===== src/hw/rtl/ttw_pkg.sv =====
// ----------------------------------------------------------------------------
// ttw_pkg
// shared types and constants of the text terminal writer
// ----------------------------------------------------------------------------
package ttw_pkg;

    localparam int CHAR_W   = 8;
    localparam int ATTR_W   = 8;
    localparam int CELL_W   = CHAR_W + ATTR_W;
    localparam int OCOL_W   = 7;
    localparam int OROW_W   = 5;
    localparam int OLIN_W   = 11;

    localparam logic [CHAR_W-1:0] SPACE_CHAR = 8'h20;
    localparam logic [ATTR_W-1:0] ATTR_RESET = 8'h0B;

    // request kinds carried on s_tuser
    localparam logic REQ_PUT  = 1'b0;
    localparam logic REQ_READ = 1'b1;

    typedef enum logic [3:0] {
        ST_CLEAR = 4'b0001,
        ST_IDLE  = 4'b0010,
        ST_READ  = 4'b0100,
        ST_FILL  = 4'b1000
    } seq_state_t;

    // first member sits in the highest bits, so cell_char ends up at bit 0
    typedef struct packed {
        logic                scrolled;
        logic [OLIN_W-1:0]   cursor_linear;
        logic [OROW_W-1:0]   cursor_row;
        logic [OCOL_W-1:0]   cursor_col;
        logic [ATTR_W-1:0]   cell_attribute;
        logic [CHAR_W-1:0]   cell_char;
    } result_t;

    typedef struct packed {
        logic    push;
        result_t data;
    } result_push_t;

endpackage


===== src/hw/rtl/ttw_seq.sv =====
// ----------------------------------------------------------------------------
// ttw_seq
// request sequencer: cursor, scroll ring offset, row fill and clear sweep
// ----------------------------------------------------------------------------
module ttw_seq #(
    parameter int COLS  = 80,
    parameter int ROWS  = 25,
    parameter int CELLS = COLS * ROWS,
    parameter int AW    = $clog2(CELLS),
    parameter int CW    = $clog2(COLS),
    parameter int RW    = $clog2(ROWS)
) (
    input  logic                       clk,
    input  logic                       rst_n,
    input  logic                       in_valid,
    output logic                       in_ready,
    input  logic                       req_type,
    input  logic [7:0]                 char_code,
    input  logic [4:0]                 read_row,
    input  logic [6:0]                 read_col,
    input  logic [ttw_pkg::ATTR_W-1:0] attr,
    input  logic                       out_free,
    output ttw_pkg::result_push_t      res,
    output logic                       ram_we,
    output logic [AW-1:0]              ram_waddr,
    output logic [ttw_pkg::CELL_W-1:0] ram_wdata,
    output logic                       ram_re,
    output logic [AW-1:0]              ram_raddr,
    input  logic [ttw_pkg::CELL_W-1:0] ram_rdata
);

    ttw_pkg::seq_state_t state_reg, state_next;

    logic [CW-1:0]              col_reg, col_next;
    logic [RW-1:0]              row_reg, row_next;
    logic [AW-1:0]              base_reg, base_next;     // address of the top row
    logic [AW-1:0]              sweep_reg, sweep_next;   // fill / clear address
    logic [CW-1:0]              cnt_reg, cnt_next;
    logic [ttw_pkg::ATTR_W-1:0] fill_attr_reg, fill_attr_next;
    logic                       rd_ok_reg, rd_ok_next;

    logic                       accept;
    logic                       in_range;
    logic [RW-1:0]              map_row;
    logic [CW-1:0]              map_col;
    logic [AW:0]                map_sum;
    logic [AW-1:0]              map_addr;
    logic                       last_col;
    logic                       last_row;
    logic [AW:0]                base_sum;

    assign in_ready = (state_reg == ttw_pkg::ST_IDLE) && out_free;
    assign accept   = in_valid && in_ready;
    assign in_range = (32'(read_row) < ROWS) && (32'(read_col) < COLS);

    // logical row/col to ring address
    assign map_row  = (req_type == ttw_pkg::REQ_READ) ? RW'(read_row) : row_reg;
    assign map_col  = (req_type == ttw_pkg::REQ_READ) ? CW'(read_col) : col_reg;
    assign map_sum  = (AW+1)'(map_row) * (AW+1)'(COLS) + (AW+1)'(map_col)
                    + (AW+1)'(base_reg);
    assign map_addr = (map_sum >= (AW+1)'(CELLS)) ? AW'(map_sum - (AW+1)'(CELLS))
                                                  : AW'(map_sum);

    assign last_col = (col_reg == CW'(COLS - 1));
    assign last_row = (row_reg == RW'(ROWS - 1));
    assign base_sum = (AW+1)'(base_reg) + (AW+1)'(COLS);

    always_comb
    begin
        state_next     = state_reg;
        col_next       = col_reg;
        row_next       = row_reg;
        base_next      = base_reg;
        sweep_next     = sweep_reg;
        cnt_next       = cnt_reg;
        fill_attr_next = fill_attr_reg;
        rd_ok_next     = rd_ok_reg;
        ram_we         = 1'b0;
        ram_waddr      = map_addr;
        ram_wdata      = {attr, char_code};
        ram_re         = 1'b0;
        ram_raddr      = map_addr;
        res            = '0;

        case (state_reg)
            ttw_pkg::ST_CLEAR:
            begin
                ram_we     = 1'b1;
                ram_waddr  = sweep_reg;
                ram_wdata  = {fill_attr_reg, ttw_pkg::SPACE_CHAR};
                sweep_next = sweep_reg + AW'(1);
                if (sweep_reg == AW'(CELLS - 1))
                begin
                    state_next = ttw_pkg::ST_IDLE;
                end
            end
            ttw_pkg::ST_IDLE:
            begin
                if (accept && (req_type == ttw_pkg::REQ_PUT))
                begin
                    ram_we   = 1'b1;
                    res.push = 1'b1;
                    if (!last_col)
                    begin
                        col_next = col_reg + CW'(1);
                    end
                    else
                    begin
                        col_next = '0;
                        if (!last_row)
                        begin
                            row_next = row_reg + RW'(1);
                        end
                        else
                        begin
                            // old top row becomes the new bottom row
                            res.data.scrolled = 1'b1;
                            sweep_next        = base_reg;
                            cnt_next          = '0;
                            fill_attr_next    = attr;
                            base_next         = (base_sum >= (AW+1)'(CELLS)) ? '0
                                                                             : AW'(base_sum);
                            state_next        = ttw_pkg::ST_FILL;
                        end
                    end
                    res.data.cursor_col    = ttw_pkg::OCOL_W'(col_next);
                    res.data.cursor_row    = ttw_pkg::OROW_W'(row_next);
                    res.data.cursor_linear = ttw_pkg::OLIN_W'(AW'(row_next) * AW'(COLS)
                                                              + AW'(col_next));
                end
                else if (accept)
                begin
                    ram_re     = in_range;
                    rd_ok_next = in_range;
                    state_next = ttw_pkg::ST_READ;
                end
            end
            ttw_pkg::ST_READ:
            begin
                if (out_free)
                begin
                    res.push = 1'b1;
                    if (rd_ok_reg)
                    begin
                        res.data.cell_char      = ram_rdata[ttw_pkg::CHAR_W-1:0];
                        res.data.cell_attribute = ram_rdata[ttw_pkg::CELL_W-1:ttw_pkg::CHAR_W];
                    end
                    res.data.cursor_col    = ttw_pkg::OCOL_W'(col_reg);
                    res.data.cursor_row    = ttw_pkg::OROW_W'(row_reg);
                    res.data.cursor_linear = ttw_pkg::OLIN_W'(AW'(row_reg) * AW'(COLS)
                                                              + AW'(col_reg));
                    state_next             = ttw_pkg::ST_IDLE;
                end
            end
            ttw_pkg::ST_FILL:
            begin
                ram_we     = 1'b1;
                ram_waddr  = sweep_reg;
                ram_wdata  = {fill_attr_reg, ttw_pkg::SPACE_CHAR};
                sweep_next = sweep_reg + AW'(1);
                cnt_next   = cnt_reg + CW'(1);
                if (cnt_reg == CW'(COLS - 1))
                begin
                    state_next = ttw_pkg::ST_IDLE;
                end
            end
            default:
            begin
                state_next = ttw_pkg::ST_IDLE;
            end
        endcase
    end

    always_ff @(posedge clk or negedge rst_n)
    begin
        if (!rst_n)
        begin
            state_reg     <= ttw_pkg::ST_CLEAR;
            col_reg       <= '0;
            row_reg       <= '0;
            base_reg      <= '0;
            sweep_reg     <= '0;
            cnt_reg       <= '0;
            fill_attr_reg <= ttw_pkg::ATTR_RESET;
            rd_ok_reg     <= 1'b0;
        end
        else
        begin
            state_reg     <= state_next;
            col_reg       <= col_next;
            row_reg       <= row_next;
            base_reg      <= base_next;
            sweep_reg     <= sweep_next;
            cnt_reg       <= cnt_next;
            fill_attr_reg <= fill_attr_next;
            rd_ok_reg     <= rd_ok_next;
        end
    end

endmodule


===== config.mk =====
export PLATFORM = sky130hd
export DESIGN_NAME = ttw_seq
export DESIGN_NICKNAME = d
export VERILOG_FILES = /design/src/hw/rtl/ttw_pkg.sv /design/src/hw/rtl/ttw_seq.sv
export SDC_FILE = /design/constraint.sdc
export NUM_CORES = 1
export LEC_CHECK = 0
export ABC_AREA = 0
export BUFFER_PORTS_ARGS = -buffer_cell sky130_fd_sc_hd__buf_2
export CAP_MARGIN = 10
export CORE_MARGIN = 1.5
export CORE_UTILIZATION = 55
export CTS_BUF_LIST = sky130_fd_sc_hd__clkbuf_4 sky130_fd_sc_hd__clkbuf_8 sky130_fd_sc_hd__clkbuf_16
export CTS_CLUSTER_SIZE = 12
export DETAILED_ROUTE_END_ITERATION = 10
export GPL_TIMING_DRIVEN = 0
export PLACE_DENSITY = 0.94
export SYNTH_ARGS = -nofsm -noshare
export SYNTH_HDL_FRONTEND = slang
export SYNTH_SLANG_ARGS = --single-unit

===== constraint.sdc =====
create_clock -name clk -period 8.3 [get_ports clk]
set_input_delay 1.66 -clock clk [delete_from_list [all_inputs] [get_ports clk]]
set_output_delay 1.66 -clock clk [all_outputs]
set_load 0.03 [all_outputs]

==> flow_summary_export.csv <==
group,metric,value,unit
synthesis,synth_compound_area_share,18.8,%
clock_network,postCtsSetupBuffers,0,
synthesis,post_synth_num_cell_types,71,
synthesis,synth.most_common_cell,"sky130_fd_sc_hd__nand2_1",
clock_network,cts.root.buffer_cell,"sky130_fd_sc_hd__clkbuf_8",
timing,achievable-frequency,125,MHz
worst_setup_path,critical_path_class,"in -> out",
floorplanning,die_outline_height,99.3,um
pwr,p_leak,3.17,nW
placed_design,hpwlAfterDp,11300,um
run_status,run_status,"finished clean",
pwr,power.total,1.27,mW
timing,final-setup-viol-count,0,
synthesis,top_ff_cell_synth,"sky130_fd_sc_hd__dfrtp_1",
finish,areaGrowthSynthToFinish,18.0,%
timing,max_slew.worst_pin.slew,1130,ps
grt,grt_util_all_layers,29.8,%
clock_network,ctsHtreeMaxLevel,2,
routing,avgViaCountPerCell,6.11,
synthesis,synth.area.top_cells,"sky130_fd_sc_hd__dfrtp_1 (23%), sky130_fd_sc_hd__ha_1 (12%), sky130_fd_sc_hd__nand2_1 (8.2%)",
flow_run,drv_cap,0,
synthesis,cell_types_with_the_highest_counts_after_synthesis,"sky130_fd_sc_hd__nand2_1 (112), sky130_fd_sc_hd__ha_1 (47), sky130_fd_sc_hd__dfrtp_1 (46)",
grt,grt_max_degree,51,
timing,unrepaired_setup_endpoints_after_global_routing,"false",
routing,detailroute.via_count,5405,
synthesis,edff_count_synth,0,
grt,overflow,0,
finish,share_of_post_route_cells_with_drive_strength_above_1,23.0,%
synthesis,ys_seq_elements,50,
timing,maxSlewHeadroom,24.4,%
synthesis,combinational_family_with_the_most_area_after_synthesis,"simple AND/OR/NAND/NOR gates",
synthesis,postSynthCellCount,636,
floorplanning,floorplan.die_area,0.00985,mm2
synthesis,synth_xor_xnor_area_share,6.53,%
floorplanning,die-width,99.3,um
pwr,power.density,211,mW/mm2
worst_setup_path,worstPathArrival,6350,ps
pwr,power.ir.vdd_worst,0.000262,V
floorplanning,count_of_boundary_i_o_pins,131,
timing,period_minus_slack,8010,ps
floorplanning,floorplan.rows,34,
placed_design,port_buffers,129,
timing,fin_worst_skew,8.62,ps
synthesis,synth.mux.area_fraction,4.37,%
routing,drcViolationCount,0,
worst_setup_path,worst_setup_path_start_kind,"primary input",
synthesis,yosysTopAreaCell,"sky130_fd_sc_hd__dfrtp_1",
worst_setup_path,worst_r2r_path_depth,11,
timing,timing.final.crit_share,96.5,%
finish,largest_reg_flops,11,
synthesis,synth_area,0.00510,mm2
placed_design,dp.cells,877,
clock_network,clock_path_buffers,2,
floorplanning,initial_utilization,57.6,%
synthesis,synth_simple_gate_area_share,25.4,%
finish,count_of_filler_cells_inserted_in_the_layout,701,
grt,first_pass_grt_wire_length,24200,um
finish,layout.cells.non_filler,885,
finish,final_cell_area,0.00601,mm2
finish,antenna_cells_inserted,0,
routing,antenna_left,0,
timing,setup_tns,0,ps
worst_setup_path,cp_data_required_time,6640,ps
routing,drt_pre_antenna_iters,6,
clock_network,clkLatencyLatePin,320,ps
clock_network,post_cts_resized,0,
clock_network,cts-hold-fix-buffers,0,
grt,first_global_vias,5153,
worst_hold_path,worst_hold_path_type,"reg -> reg",
routing,wire_per_inst,16.3,um
worst_hold_path,hold_path_depth,2,
clock_network,cts.sinks,50,
placed_design,place_congestion,0.896,
routing,final_wirelength,14500,um
timing,max_slew_violation_count,0,
synthesis,asyncSetResetFlopFracSynth,100,%
placed_design,postPlaceCellArea,0.00589,mm2
synthesis,synthAdderAreaFrac,15.1,%
timing,report.final.hold_viol_count,0,
synthesis,synth-warning-count,0,
worst_setup_path,timing.critical_path.to_type,"output port",
finish,nNetsFinal,881,
routing,first_iteration_detailed_routing_drc_count,365,
floorplanning,core,0.00885,mm2
grt,grt_antenna_before_repair,0,
worst_setup_path,critical_path_peak_fanout,10,
synthesis,per_instance_average_area_after_synthesis,8.01,um2
synthesis,yosysTopAreaCellShare,22.6,%
synthesis,synth_sequential_area_ratio,24.7,%
clock_network,cts_buffers,5,
clock_network,clkSlewWorstSetupHoldPaths,110,ps
timing,whs,468,ps
clock_network,cts_tree,"yes",
==> worst paths after layout <==
path                             startpoint  slack [ps]          endpoint
setup reg to reg               state_reg[2]        5480       base_reg[8]
max in group asynchronous             rst_n        6050      state_reg[2]
setup / recovery                   req_type         290      ram_waddr[7]
hold / removal             fill_attr_reg[0]         470  fill_attr_reg[0]
min in group asynchronous             rst_n        1550  fill_attr_reg[7]
hold reg to reg            fill_attr_reg[0]         470  fill_attr_reg[0]
==> cell usage in the layout (no fill, tap or decap), types with 9 or more instances in the layout <==
| master | synthesis | final |
|---|---|---|
| sky130_fd_sc_hd__buf_2 | 6 | 135 |
| sky130_fd_sc_hd__dfrtp_1 | 46 | 46 |
| sky130_fd_sc_hd__fa_1 | 9 | 9 |
| sky130_fd_sc_hd__and2_1 | 10 | 10 |
| sky130_fd_sc_hd__o22ai_1 | 11 | 11 |
| sky130_fd_sc_hd__inv_1 | 27 | 27 |
| sky130_fd_sc_hd__ha_1 | 47 | 47 |
| sky130_fd_sc_hd__nor3_1 | 14 | 14 |
| sky130_fd_sc_hd__and3_1 | 28 | 28 |
| sky130_fd_sc_hd__nor2_1 | 35 | 35 |
| sky130_fd_sc_hd__mux2_2 | 14 | 14 |
| sky130_fd_sc_hd__nand2_1 | 112 | 112 |
| sky130_fd_sc_hd__xor2_1 | 16 | 16 |
| sky130_fd_sc_hd__o21ai_0 | 45 | 45 |
| sky130_fd_sc_hd__a21oi_1 | 23 | 23 |
| sky130_fd_sc_hd__clkbuf_1 | 19 | 19 |
| sky130_fd_sc_hd__nand3_1 | 19 | 19 |
| sky130_fd_sc_hd__nor2b_1 | 9 | 9 |
| sky130_fd_sc_hd__a211oi_1 | 9 | 9 |
| sky130_fd_sc_hd__xnor2_1 | 22 | 22 |
| sky130_fd_sc_hd__a21o_1 | 13 | 13 |
==> logic make-up after synthesis <==
kind of cell,after synthesis
muxes,20
AOI/OAI and AO/OA,145
adders and majority gates,56
other,1
xor gates and xnor gates,38
buffers and inverters,60
DFF,50
and+or+nand+nor,266
==> power by group <==
group | switching, mW | leakage (nW) | internal (mW)
clock network | 0.0944 | 0.0563 | 0.0920
registers | 0.0627 | 0.628 | 0.289
logic | 0.466 | 2.49 | 0.266
==> worst max-delay path: stages <==
cell,delay (ps)
sky130_fd_sc_hd__buf_2,220
sky130_fd_sc_hd__clkbuf_4,250
sky130_fd_sc_hd__mux2_2,370
sky130_fd_sc_hd__ha_1,300
sky130_fd_sc_hd__ha_1,230
sky130_fd_sc_hd__fa_1,420
sky130_fd_sc_hd__xor2_1,170
sky130_fd_sc_hd__ha_1,310
sky130_fd_sc_hd__ha_1,400
sky130_fd_sc_hd__or4b_1,460
sky130_fd_sc_hd__mux2i_1,220
sky130_fd_sc_hd__nor2_2,110
sky130_fd_sc_hd__or4_4,450
sky130_fd_sc_hd__or3b_1,390
sky130_fd_sc_hd__a31o_1,210
sky130_fd_sc_hd__buf_2,170
==> routing by layer <==
| layer | up-vias | wire (um) | share of wire, % | GRT usage (%) |
|---|---|---|---|---|
| met3 | 41 | 1140 | 7.9 | 3.87 |
| li1 | 2536 | - | - | - |
| met5 | - | 0 | 0 | 0 |
| met2 | 283 | 7340 | 51 | 54.1 |
| met1 | 2545 | 5620 | 39 | 36.4 |
| met4 | 0 | 350 | 2.4 | 9.97 |
==> final cells by class <==
class	count	area [um2]	area share (%)
clock buffers	5	68.8	1.14
plain buffers	32	150	2.50
repair buffers	129	646	10.7
flip-flops and latches	50	1260	20.9
inverters	28	110	1.83
clock inverters	3	48.8	0.811
multi-input cells	530	3600	59.8
well taps	108	135	2.25
==> stage by stage <==
stage,setup WS (ps),utilization (%)
after floorplan,295,-
after global placement,225,66.6
after detailed placement,166,66.6
after CTS,137,67.9
after global routing,22.3,68.0
final,291,68.0
Note: power is estimated with default switching activity, not from simulation.
